--- config.mk ---
export PLATFORM = sky130hd
export DESIGN_NAME = fddi_pcm_signalling_sequencer
export DESIGN_NICKNAME = d
export VERILOG_FILES = /design/src/rtl/core/fpcm_pkg.sv /design/src/rtl/core/fddi_pcm_signalling_sequencer.sv
export SDC_FILE = /design/constraint.sdc
export NUM_CORES = 1
export LEC_CHECK = 0
export ABC_AREA = 1
export BUFFER_PORTS_ARGS = -buffer_cell sky130_fd_sc_hd__buf_2
export CELL_PAD_IN_SITES_DETAIL_PLACEMENT = 0
export CELL_PAD_IN_SITES_GLOBAL_PLACEMENT = 1
export CORE_MARGIN = 8
export CORE_UTILIZATION = 33
export DETAILED_ROUTE_END_ITERATION = 10
export GPL_TIMING_DRIVEN = 0
export PLACE_DENSITY = 0.7
export SYNTH_ARGS = -nofsm -noshare
export SYNTH_HDL_FRONTEND = slang
export SYNTH_SLANG_ARGS = --single-unit
--- constraint.sdc ---
create_clock -name clk -period 5.6 [get_ports clk]
set_input_delay 0.56 -clock clk [delete_from_list [all_inputs] [get_ports clk]]
set_output_delay 0.56 -clock clk [all_outputs]
set_load 0.01 [all_outputs]
--- src/rtl/core/fpcm_pkg.sv ---
// Package with payload types, phase encoding and event codes for the PCM signalling sequencer.
package fpcm_pkg;

  typedef enum logic [2:0] {
    PH_OFF  = 3'd0,
    PH_SIG  = 3'd1,
    PH_TEST = 3'd2,
    PH_JOIN = 3'd3,
    PH_ACT  = 3'd4
  } phase_t;

  localparam logic [2:0] CMD_START   = 3'd0;
  localparam logic [2:0] CMD_STOP    = 3'd1;
  localparam logic [2:0] CMD_BREAK   = 3'd2;
  localparam logic [2:0] CMD_CODE    = 3'd3;
  localparam logic [2:0] CMD_ENABLED = 3'd4;
  localparam logic [2:0] CMD_TRACE   = 3'd5;

  localparam logic CFG_OWN_KIND    = 1'b0;
  localparam logic CFG_BREAK_THRES = 1'b1;

  localparam logic [3:0] CNT_PEER_TYPE = 4'd3;
  localparam logic [3:0] CNT_TEST      = 4'd7;
  localparam logic [3:0] CNT_RESULT    = 4'd8;
  localparam logic [3:0] CNT_JOIN      = 4'd10;
  localparam logic [3:0] CNT_MAX       = 4'd15;
  localparam logic [2:0] CODE_BITS_MAX = 3'd4;

  localparam logic [2:0] LEN_RESTART = 3'd3;
  localparam logic [2:0] LEN_TYPE    = 3'd4;
  localparam logic [2:0] LEN_RESULT  = 3'd2;
  localparam logic [2:0] LEN_TEST    = 3'd1;

  typedef struct packed {
    logic [2:0] cmd;
    logic [2:0] break_reason;
    logic [3:0] rcv_bits;
    logic [7:0] lct_errors;
  } item_t;

  typedef struct packed {
    logic [2:0] phase;
    logic       send_valid;
    logic [3:0] tx_vector;
    logic [2:0] xmit_length;
    logic       start_test;
    logic [1:0] test_length_code;
    logic       test_loop_peer;
    logic       request_join;
    logic       link_up;
    logic [1:0] peer_kind;
    logic       restarted;
    logic       fault;
  } result_t;

endpackage

--- src/rtl/core/fddi_pcm_signalling_sequencer.sv ---
// Top level of the PCM signalling sequencer: event decode, state registers and output stage.
//
//   channel  direction  handshake                    payload
//   item     in         item_valid / item_ready      item (fpcm_pkg::item_t)
//   result   out        result_valid / result_ready  result (fpcm_pkg::result_t)
//   cfg      in         cfg_valid / cfg_ready        cfg_index, cfg_data
//
// One event is accepted per cycle while item_ready is high; its result is registered at the
// accepting edge, in the output register or the skid entry, by the single state update path.
// Reset is synchronous and returns the phase to off with all bit stores cleared.
// A two-entry output stage keeps events flowing while one result waits; item_ready
// falls only when both entries hold results. Configuration writes are always taken.
module fddi_pcm_signalling_sequencer (
  input  logic            clk,
  input  logic            rst,
  input  logic            item_valid,
  output logic            item_ready,
  input  fpcm_pkg::item_t item,
  output logic            result_valid,
  input  logic            result_ready,
  output fpcm_pkg::result_t result,
  input  logic            cfg_valid,
  output logic            cfg_ready,
  input  logic            cfg_index,
  input  logic [2:0]      cfg_data
);

  logic [1:0]       own_kind;
  logic [2:0]       break_threshold;
  fpcm_pkg::phase_t phase, phase_next;
  logic [3:0]       bit_count, bit_count_next;
  logic [9:0]       sent_bits, sent_bits_next;
  logic [15:0]      recv_bits, recv_bits_next;
  logic [2:0]       last_length, last_length_next;
  logic [1:0]       peer_kind, peer_kind_next;

  fpcm_pkg::result_t res_next;
  fpcm_pkg::result_t skid;
  logic              skid_valid;
  logic              item_fire;

  logic [15:0] code_recv;
  logic [3:0]  code_count;
  logic [2:0]  take;
  logic [4:0]  pos_sum;
  logic [3:0]  pos;
  logic [4:0]  count_sum;
  logic [1:0]  mine, his;
  logic        do_restart;

  assign cfg_ready  = 1'b1;
  assign item_ready = !skid_valid;
  assign item_fire  = item_valid && item_ready;

  always_ff @(posedge clk) begin
    if (rst) begin
      own_kind        <= 2'd0;
      break_threshold <= 3'd1;
    end else if (cfg_valid) begin
      unique case (cfg_index)
        fpcm_pkg::CFG_OWN_KIND:    own_kind        <= cfg_data[1:0];
        fpcm_pkg::CFG_BREAK_THRES: break_threshold <= cfg_data;
        default: ;
      endcase
    end
  end

  // Received code bits are packed at the current count, saturating at the top position.
  always_comb begin
    take = (last_length > fpcm_pkg::CODE_BITS_MAX) ? fpcm_pkg::CODE_BITS_MAX : last_length;
    code_recv = recv_bits;
    pos_sum = 5'd0;
    pos = 4'd0;
    for (int k = 0; k < 4; k++) begin
      if (3'(k) < take) begin
        pos_sum = {1'b0, bit_count} + 5'(k);
        pos = (pos_sum > {1'b0, fpcm_pkg::CNT_MAX}) ? fpcm_pkg::CNT_MAX : pos_sum[3:0];
        code_recv[pos] = item.rcv_bits[k];
      end
    end
    count_sum = {1'b0, bit_count} + {2'b00, take};
    code_count = (count_sum > {1'b0, fpcm_pkg::CNT_MAX}) ? fpcm_pkg::CNT_MAX
                                                          : count_sum[3:0];
  end

  always_comb begin
    phase_next       = phase;
    bit_count_next   = bit_count;
    sent_bits_next   = sent_bits;
    recv_bits_next   = recv_bits;
    last_length_next = last_length;
    peer_kind_next   = peer_kind;
    res_next         = '0;
    do_restart       = 1'b0;
    mine             = {sent_bits[4], sent_bits[5]};
    his              = {code_recv[4], code_recv[5]};

    unique case (item.cmd)
      fpcm_pkg::CMD_START: begin
        sent_bits_next[0] = 1'b0;
        sent_bits_next[1] = own_kind[1];
        sent_bits_next[2] = own_kind[0];
        sent_bits_next[4] = 1'b0;
        sent_bits_next[5] = 1'b0;
        sent_bits_next[6] = 1'b0;
        sent_bits_next[8] = 1'b0;
        sent_bits_next[9] = 1'b1;
        do_restart = 1'b1;
      end
      fpcm_pkg::CMD_STOP: begin
        phase_next = fpcm_pkg::PH_OFF;
      end
      fpcm_pkg::CMD_BREAK: begin
        do_restart = (item.break_reason > break_threshold) && (phase != fpcm_pkg::PH_OFF);
      end
      fpcm_pkg::CMD_CODE: begin
        if (phase == fpcm_pkg::PH_SIG) begin
          recv_bits_next = code_recv;
          bit_count_next = code_count;
          if (code_count == fpcm_pkg::CNT_PEER_TYPE) begin
            if (code_recv[0]) begin
              do_restart = 1'b1;
            end else begin
              peer_kind_next       = {code_recv[1], code_recv[2]};
              sent_bits_next[3]    = 1'b1;
              res_next.send_valid  = 1'b1;
              res_next.tx_vector   = {sent_bits[6:4], 1'b1};
              res_next.xmit_length = fpcm_pkg::LEN_TYPE;
              last_length_next     = fpcm_pkg::LEN_TYPE;
            end
          end else if (code_count == fpcm_pkg::CNT_TEST) begin
            res_next.start_test       = 1'b1;
            res_next.test_length_code = (his > mine) ? his : mine;
            res_next.test_loop_peer   = code_recv[6];
            phase_next = fpcm_pkg::PH_TEST;
          end else if (code_count == fpcm_pkg::CNT_RESULT) begin
            if (sent_bits[7] || code_recv[7]) begin
              if (!sent_bits[4] && !sent_bits[5]) begin
                sent_bits_next[5] = 1'b1;
              end
              do_restart = 1'b1;
            end else begin
              res_next.send_valid  = 1'b1;
              res_next.tx_vector   = {2'b00, sent_bits[9:8]};
              res_next.xmit_length = fpcm_pkg::LEN_RESULT;
              last_length_next     = fpcm_pkg::LEN_RESULT;
            end
          end else if (code_count == fpcm_pkg::CNT_JOIN) begin
            res_next.request_join = 1'b1;
            phase_next = fpcm_pkg::PH_JOIN;
          end else begin
            res_next.fault = 1'b1;
          end
        end else if (phase == fpcm_pkg::PH_TEST) begin
          sent_bits_next[7]    = (item.lct_errors != 8'd0);
          res_next.send_valid  = 1'b1;
          res_next.tx_vector   = {3'b000, item.lct_errors != 8'd0};
          res_next.xmit_length = fpcm_pkg::LEN_TEST;
          last_length_next     = fpcm_pkg::LEN_TEST;
          phase_next = fpcm_pkg::PH_SIG;
        end else begin
          res_next.fault = 1'b1;
        end
      end
      fpcm_pkg::CMD_ENABLED: begin
        if (phase == fpcm_pkg::PH_JOIN) begin
          phase_next = fpcm_pkg::PH_ACT;
        end else begin
          res_next.fault = 1'b1;
        end
      end
      fpcm_pkg::CMD_TRACE: begin
        if (phase == fpcm_pkg::PH_ACT) begin
          phase_next = fpcm_pkg::PH_OFF;
        end else begin
          res_next.fault = 1'b1;
        end
      end
      default: begin
        res_next.fault = 1'b1;
      end
    endcase

    if (do_restart) begin
      res_next.restarted   = (phase != fpcm_pkg::PH_OFF);
      bit_count_next       = 4'd0;
      res_next.send_valid  = 1'b1;
      res_next.tx_vector   = {1'b0, sent_bits_next[2:0]};
      res_next.xmit_length = fpcm_pkg::LEN_RESTART;
      last_length_next     = fpcm_pkg::LEN_RESTART;
      phase_next           = fpcm_pkg::PH_SIG;
    end

    res_next.phase     = phase_next;
    res_next.link_up   = (phase_next == fpcm_pkg::PH_ACT);
    res_next.peer_kind = peer_kind_next;
  end

  always_ff @(posedge clk) begin
    if (rst) begin
      phase       <= fpcm_pkg::PH_OFF;
      bit_count   <= 4'd0;
      sent_bits   <= 10'd0;
      recv_bits   <= 16'd0;
      last_length <= 3'd0;
      peer_kind   <= 2'd0;
    end else if (item_fire) begin
      phase       <= phase_next;
      bit_count   <= bit_count_next;
      sent_bits   <= sent_bits_next;
      recv_bits   <= recv_bits_next;
      last_length <= last_length_next;
      peer_kind   <= peer_kind_next;
    end
  end

  always_ff @(posedge clk) begin
    if (rst) begin
      result_valid <= 1'b0;
      skid_valid   <= 1'b0;
    end else if (!result_valid || result_ready) begin
      if (skid_valid) begin
        result_valid <= 1'b1;
        skid_valid   <= item_fire;
      end else begin
        result_valid <= item_fire;
      end
    end else if (item_fire) begin
      skid_valid <= 1'b1;
    end
  end

  always_ff @(posedge clk) begin
    if (!result_valid || result_ready) begin
      if (skid_valid) begin
        result <= skid;
        skid   <= res_next;
      end else begin
        result <= res_next;
      end
    end else if (item_fire) begin
      skid <= res_next;
    end
  end

  // The skid entry is only filled while the output register holds a result.
  assert property (@(posedge clk) disable iff (rst) skid_valid |-> result_valid)
    else $error("skid entry holds a result while the output register is empty");

  assert property (@(posedge clk) disable iff (rst)
    result_valid |-> (result.link_up == (result.phase == fpcm_pkg::PH_ACT)))
    else $error("link_up disagrees with the reported phase");

  assert property (@(posedge clk) disable iff (rst)
    (result_valid && result.restarted) |->
      (result.phase == fpcm_pkg::PH_SIG && result.send_valid &&
       result.xmit_length == fpcm_pkg::LEN_RESTART))
    else $error("restart did not load the opening vector");

  // A transaction that leaves the phase off must not report a transmit vector or test start.
  assert property (@(posedge clk) disable iff (rst)
    item_fire && phase_next == fpcm_pkg::PH_OFF |-> !res_next.send_valid && !res_next.start_test)
    else $error("activity reported while the phase is off");

endmodule

---- Word-level counts from Yosys, hierarchy flattened ----
Cells that the tools add are included.
Widths: inputs -> output; s select.
storage, ports and cells
  word-level logic and storage cells ...... 214
  output and inout port bits .............. 24
  input bits .............................. 27
  register bits after elaboration ......... 83
cells by class
  order comparisons ....................... 20
  bitwise gates (word level) .............. 2
  reduce and logical (&&, ||, !) cells .... 29
  add/sub/neg operators ................... 4
  multiplexer cells ....................... 97
  equal/unequal tests ..................... 25
operators by type and width
  operator             number
  $mux 21              4
  $bwmux 16            4
  $mux 16              4
  $mux 8               8
  $mux 3               20
  $mux 4               9
  $mux 1               32
  $gt 5x4->1 const B   4
  $lt 4x5->1 const B   4
  $demux 1 s4          4
  $ge 4x1->1 const B   4
  $ne 2x2->1 const B   7
  $mux 13              1
  $eq 3x2->1 const B   4
  $eq 3x3->1 const B   4
  $ne 4x4->1 const B   3
  $pmux 3 s4           1
  $add 4x2->5 const B  2
  $mux 2               5
  $mux 5               2
  $eq 4x4->1 const B   2
  $reduce_and 2->1     4
  $reduce_and 8->1     1
  $reduce_bool 2->1    4
  26 further kinds     40

---- Longest topological paths before layout ----
  depth after elaboration ................. 25
  gate-level depth with buffers ........... 22
  mapped depth without buffers ............ 22

---- Worst setup path after synthesis ----
OpenSTA, ideal clock, no wires.
  path type ............................... reg2reg
  start ................................... register bit_count[1]
  end ..................................... register result[7] (netlist bit) (data pin)
  stages on the path, launching flop included .. 16
  required time ........................... 5.330 ns
  clock period less this slack ............ 2.794 ns
  slack ................................... 2.806 ns
  library setup time ...................... 0.270 ns
  path buffers ............................ 0
  arrival time ............................ 2.523 ns
  path through ............................ dfxtp_1 -> inv_1 -> ha_1 -> inv_1 -> nand3_1 -> nor2_1 -> nand3_1 -> o21ai_0 -> o22ai_1 -> a21oi_1 -> ha_1 -> or2_2 -> nand2_1 -> nand2_1 -> nand3_1 -> a21oi_1
on the way
  longest elaborated chain between the ends .. 21
  elaborated cells between the ends (all ways) .. 51
  those cells by class .................... add/sub (4); order compare (14); eq/ne (2); mux (27); reduce/logical (4)
ends and longest elaborated chain
  item                                                  RTL line                              text
  start, declared                                       fddi_pcm_signalling_sequencer.sv:31   logic [3:0] bit_count, bit_count_next;
  start signal, assigned                                fddi_pcm_signalling_sequencer.sv:209  bit_count <= bit_count_next;
  branches (longest 17 deep; another with $add 4x1->5)  -
  $mux 5 (*)                                            fddi_pcm_signalling_sequencer.sv:120  if (code_count == fpcm_pkg::CNT_PEER_TYPE) begin
  $mux 5 (*)                                            fddi_pcm_signalling_sequencer.sv:117  if (phase == fpcm_pkg::PH_SIG) begin
  $mux 13 (*)                                           fddi_pcm_signalling_sequencer.sv:98   unique case (item.cmd)
  $mux 21 (*)                                           fddi_pcm_signalling_sequencer.sv:235  if (skid_valid) begin
  end signal, assigned                                  fddi_pcm_signalling_sequencer.sv:236  result <= skid;
  end signal, assigned                                  fddi_pcm_signalling_sequencer.sv:239  result <= res_next;
  end, declared                                         fddi_pcm_signalling_sequencer.sv:21   output fpcm_pkg::result_t result,
Mark *: on every way between the ends.
A chain may end at the register's enable or synchronous reset.

---- Final worst setup path ----
Same ends and word-level chain as after synthesis.

==> results.yml <==
pwr:
  vdd_ir_drop_max_mv: 0.1514
  power.density_nw_per_um2: 254.5
  power.leakage_nw: 2.340
sta:
  min_period_over_period_pct: 61.07
  fin_crit_ps: 3420
  finalSetupTns_ps: 0
  slew_headroom_pct: 50.03
  drv_slew: 0
  clock.fmax_ghz: 0.2924
  timing.hold.ws_ps: 448.1
  rsz0062_at_grt: "false"
  worst_pin_slew_ps: 741.8
  finalHoldViolCount: 0
  fin_skew_ps: 9.488
  setup_viol: 0
placement:
  gp_congestion: 0.8720
  dpl.hpwl_um: 8735
  port_buffers: 48
critical_path:
  cpMostUsedCell: "nand3_1"
  path_class: "reg -> reg"
  crit_start: "bit_count[1]"
  worstPathCellList: "inv_1 -> ha_1 -> inv_1 -> nand3_1 -> nor2_1 -> nand3_1 -> o21ai_0 -> o22ai_1 -> a21oi_1 -> ha_1 -> or2_2 -> nand2_1 -> nand2_1 -> nand3_1 -> a21oi_1"
  r2r_end: "result[7]"
  cp_max_fo: 10
  cpPeakStageDelay_ps: 640
  cp.arrival_ps: 3490
  cp_slowest_cell: "dfxtp_1"
  reg2regPathDepth: 15
  regToRegStartpoint: "bit_count[1]"
  crit_path_end_kind: "register"
  worstSetupStartpointType: "register"
  r2r_slack_ps: 2180
  required_ps: 5670
min_path:
  hold_start: "sent_bits[0]"
  whs_endpoint: "sent_bits[0]"
  holdPathStages: 2
  hp-class: "reg -> reg"
global_route:
  track_usage_pct: 12.76
  grt_pass1_wl_um: 18190
  grt_pass1_vias: 3651
  antenna_found_initial: 0
  grt-ovfl-total: 0
  grt_max_degree: 23
floorplanning:
  pin_count: 51
  row_count: 42
  initial_utilization_pct: 33.41
  fp.dieArea_um2: 17250
  core-area_um2: 13140
  die_h_um: 131.3
  fp.dieW_um: 131.3
route:
  drtPass1Iterations: 5
  vias: 3836
  routed_wl_um: 10910
  wl_per_cell_um: 13.44
  drc: 0
  via_per_inst: 4.724
  drt-initial-drc-count: 260
  postRouteAntennaNets: 0
final_layout:
  regArea_um2: 1842
  drive_gt1_share_pct: 17.30
  multi_input_area_um2: 2128
  areaGrowthSynthToFinish_pct: 17.73
  num-fill-cells: 1383
  diodes: 0
  nets: 673
logic_synthesis:
  yosysWarningCount: 0
  syn_inst: 571
  async_reset_ff_share_pct: 0
  synth-seq-cells: 72
  syn_area_um2: 4389
  avgSynthCellArea_um2: 7.687
  synth_nets: 613
  synth_edf_count: 40
  ys_seq_area_share_pct: 41.96
  ys.flop_type: "edfxtp_1"
  ys_types: 51
job:
  drv_cap: 0
cts:
  ctsHtreeMaxLevel: 3
  root_buffer: "clkbuf_16"
  cts_resized: 0
  cts_num_sinks: 72
  clockBufferDepth: 2
  clock_latency_ps: 330
  path_clk_slew_ps: 60
  post_cts_buffers: 0
  numCtsBuffers: 9
  cts_tree: "yes"
  holdBufCountCts: 0
status:
  status: "finished, final reports clean"
-- through the flow --
step / utilization (%) / total power [mW] / std cells / cell area (um^2) / setup slack (ps)
2_1_floorplan: - / 0.7062 / 571 / 4389 / 2806
3_3_place_gp: 36.91 / 0.7578 / 795 / 4850 / 2180
3_5_place_dp: 37.06 / 0.7610 / 796 / 4868 / 2195
4_1_cts: 39.33 / 1.328 / 812 / 5167 / 2183
5_1_grt: 39.33 / 1.370 / 812 / 5167 / 1881
6_report: 39.33 / 1.315 / 812 / 5167 / 2180
-- worst max path at each step --
stage	endpoint	slack (ps)	cells after the start
2_1_floorplan	result[7]	2810	15
3_3_place_gp	result[7]	2180	15
3_5_place_dp	result[7]	2190	15
4_1_cts	result[7]	2180	15
5_1_grt	result[7]	1880	15
6_report	result[7]	2180	15
-- cell families (layout without fill, tap and decap cells) --
family                   Yosys count  after routing  synth area share, %
AO/OA/AOI/OAI                     98             98                13.00
XOR/XNOR                           4              4               0.9694
flip-flops                        72             72                41.96
multiplexers                       2              2               0.4846
buffers and inverters            101            166                9.635
other                              2              2               0.1711
AND/OR/NAND/NOR                  277            277                29.33
adder cells (fa/ha/maj)           15             15                4.447
-- synthesized netlist by cell type (all sizes together), types with 3 or more instances --
library cell | count | area, um^2
o21ai | 40 | 211.5
o211ai | 11 | 82.58
nor4 | 3 | 18.77
nor2 | 77 | 329.1
clkbuf | 7 | 26.28
ha | 14 | 175.2
nand3b | 3 | 22.52
inv | 86 | 335.3
a31oi | 4 | 25.02
dfxtp | 32 | 640.6
o22ai | 3 | 25.02
edfxtp | 40 | 1201
nor3 | 11 | 82.58
nand3 | 40 | 215.2
a21oi | 32 | 163.9
buf | 6 | 53.79
a211oi | 3 | 22.52
nand2 | 132 | 549.3
nand4 | 8 | 50.05
-- sequential cells by signal, indices dropped and copies added (netlist names) --
signal and count:
result_valid 1, sent_bits 6, bit_count 4, result 20
break_threshold 3, phase 3, peer_kind 2, own_kind 2
skid_valid 1, skid 20, last_length 3, recv_bits 7
-- metal layers --
layer,wire length (um),up-vias,track usage [%]
met3,569,6,2.630
met1,5156,1743,16.28
met2,5105,86,21.12
met5,0,-,0
li1,-,2001,-
met4,79,0,4.084
-- cells in the final DEF, fill, tap and decap left out, types with 5 or more instances in the layout --
master,count
ha_1,14
clkbuf_1,8
clkbuf_16,9
a21oi_1,31
dfxtp_1,32
inv_2,5
o21ai_0,34
nand3_1,37
nor3_1,8
nand2_1,122
nor2_1,69
nand4_1,8
nand2_2,6
o211ai_1,11
inv_1,79
buf_2,49
edfxtp_1,40
-- report_power, final --
part           internal [mW]  leakage [nW]  switching, mW
clock                  0.347         0.147          0.220
sequential             0.587         0.675         0.0112
combinational         0.0513          1.52         0.0980
total                  0.986          2.34          0.330
-- layout make-up --
| cell class | instances | share of cell area, % |
|---|---|---|
| clock buffer | 10 | 4.431 |
| tap | 176 | 4.261 |
| multi-input combinational | 398 | 41.19 |
| clock inverter | 6 | 1.356 |
| timing repair buffer | 49 | 4.939 |
| sequential | 72 | 35.64 |
| inverter | 88 | 6.634 |
| buffer | 13 | 1.550 |
-- worst max-delay path, delay by kind of cell, from the launching register on --
family | cells | cell delay (ps)
AND/OR/NAND/NOR | 7 | 950
buffers and inverters | 2 | 380
flip-flops | 1 | 640
adder cells (fa/ha/maj) | 2 | 650
AO/OA/AOI/OAI | 4 | 530
No activity file was read; power rests on OpenSTA's default activity.
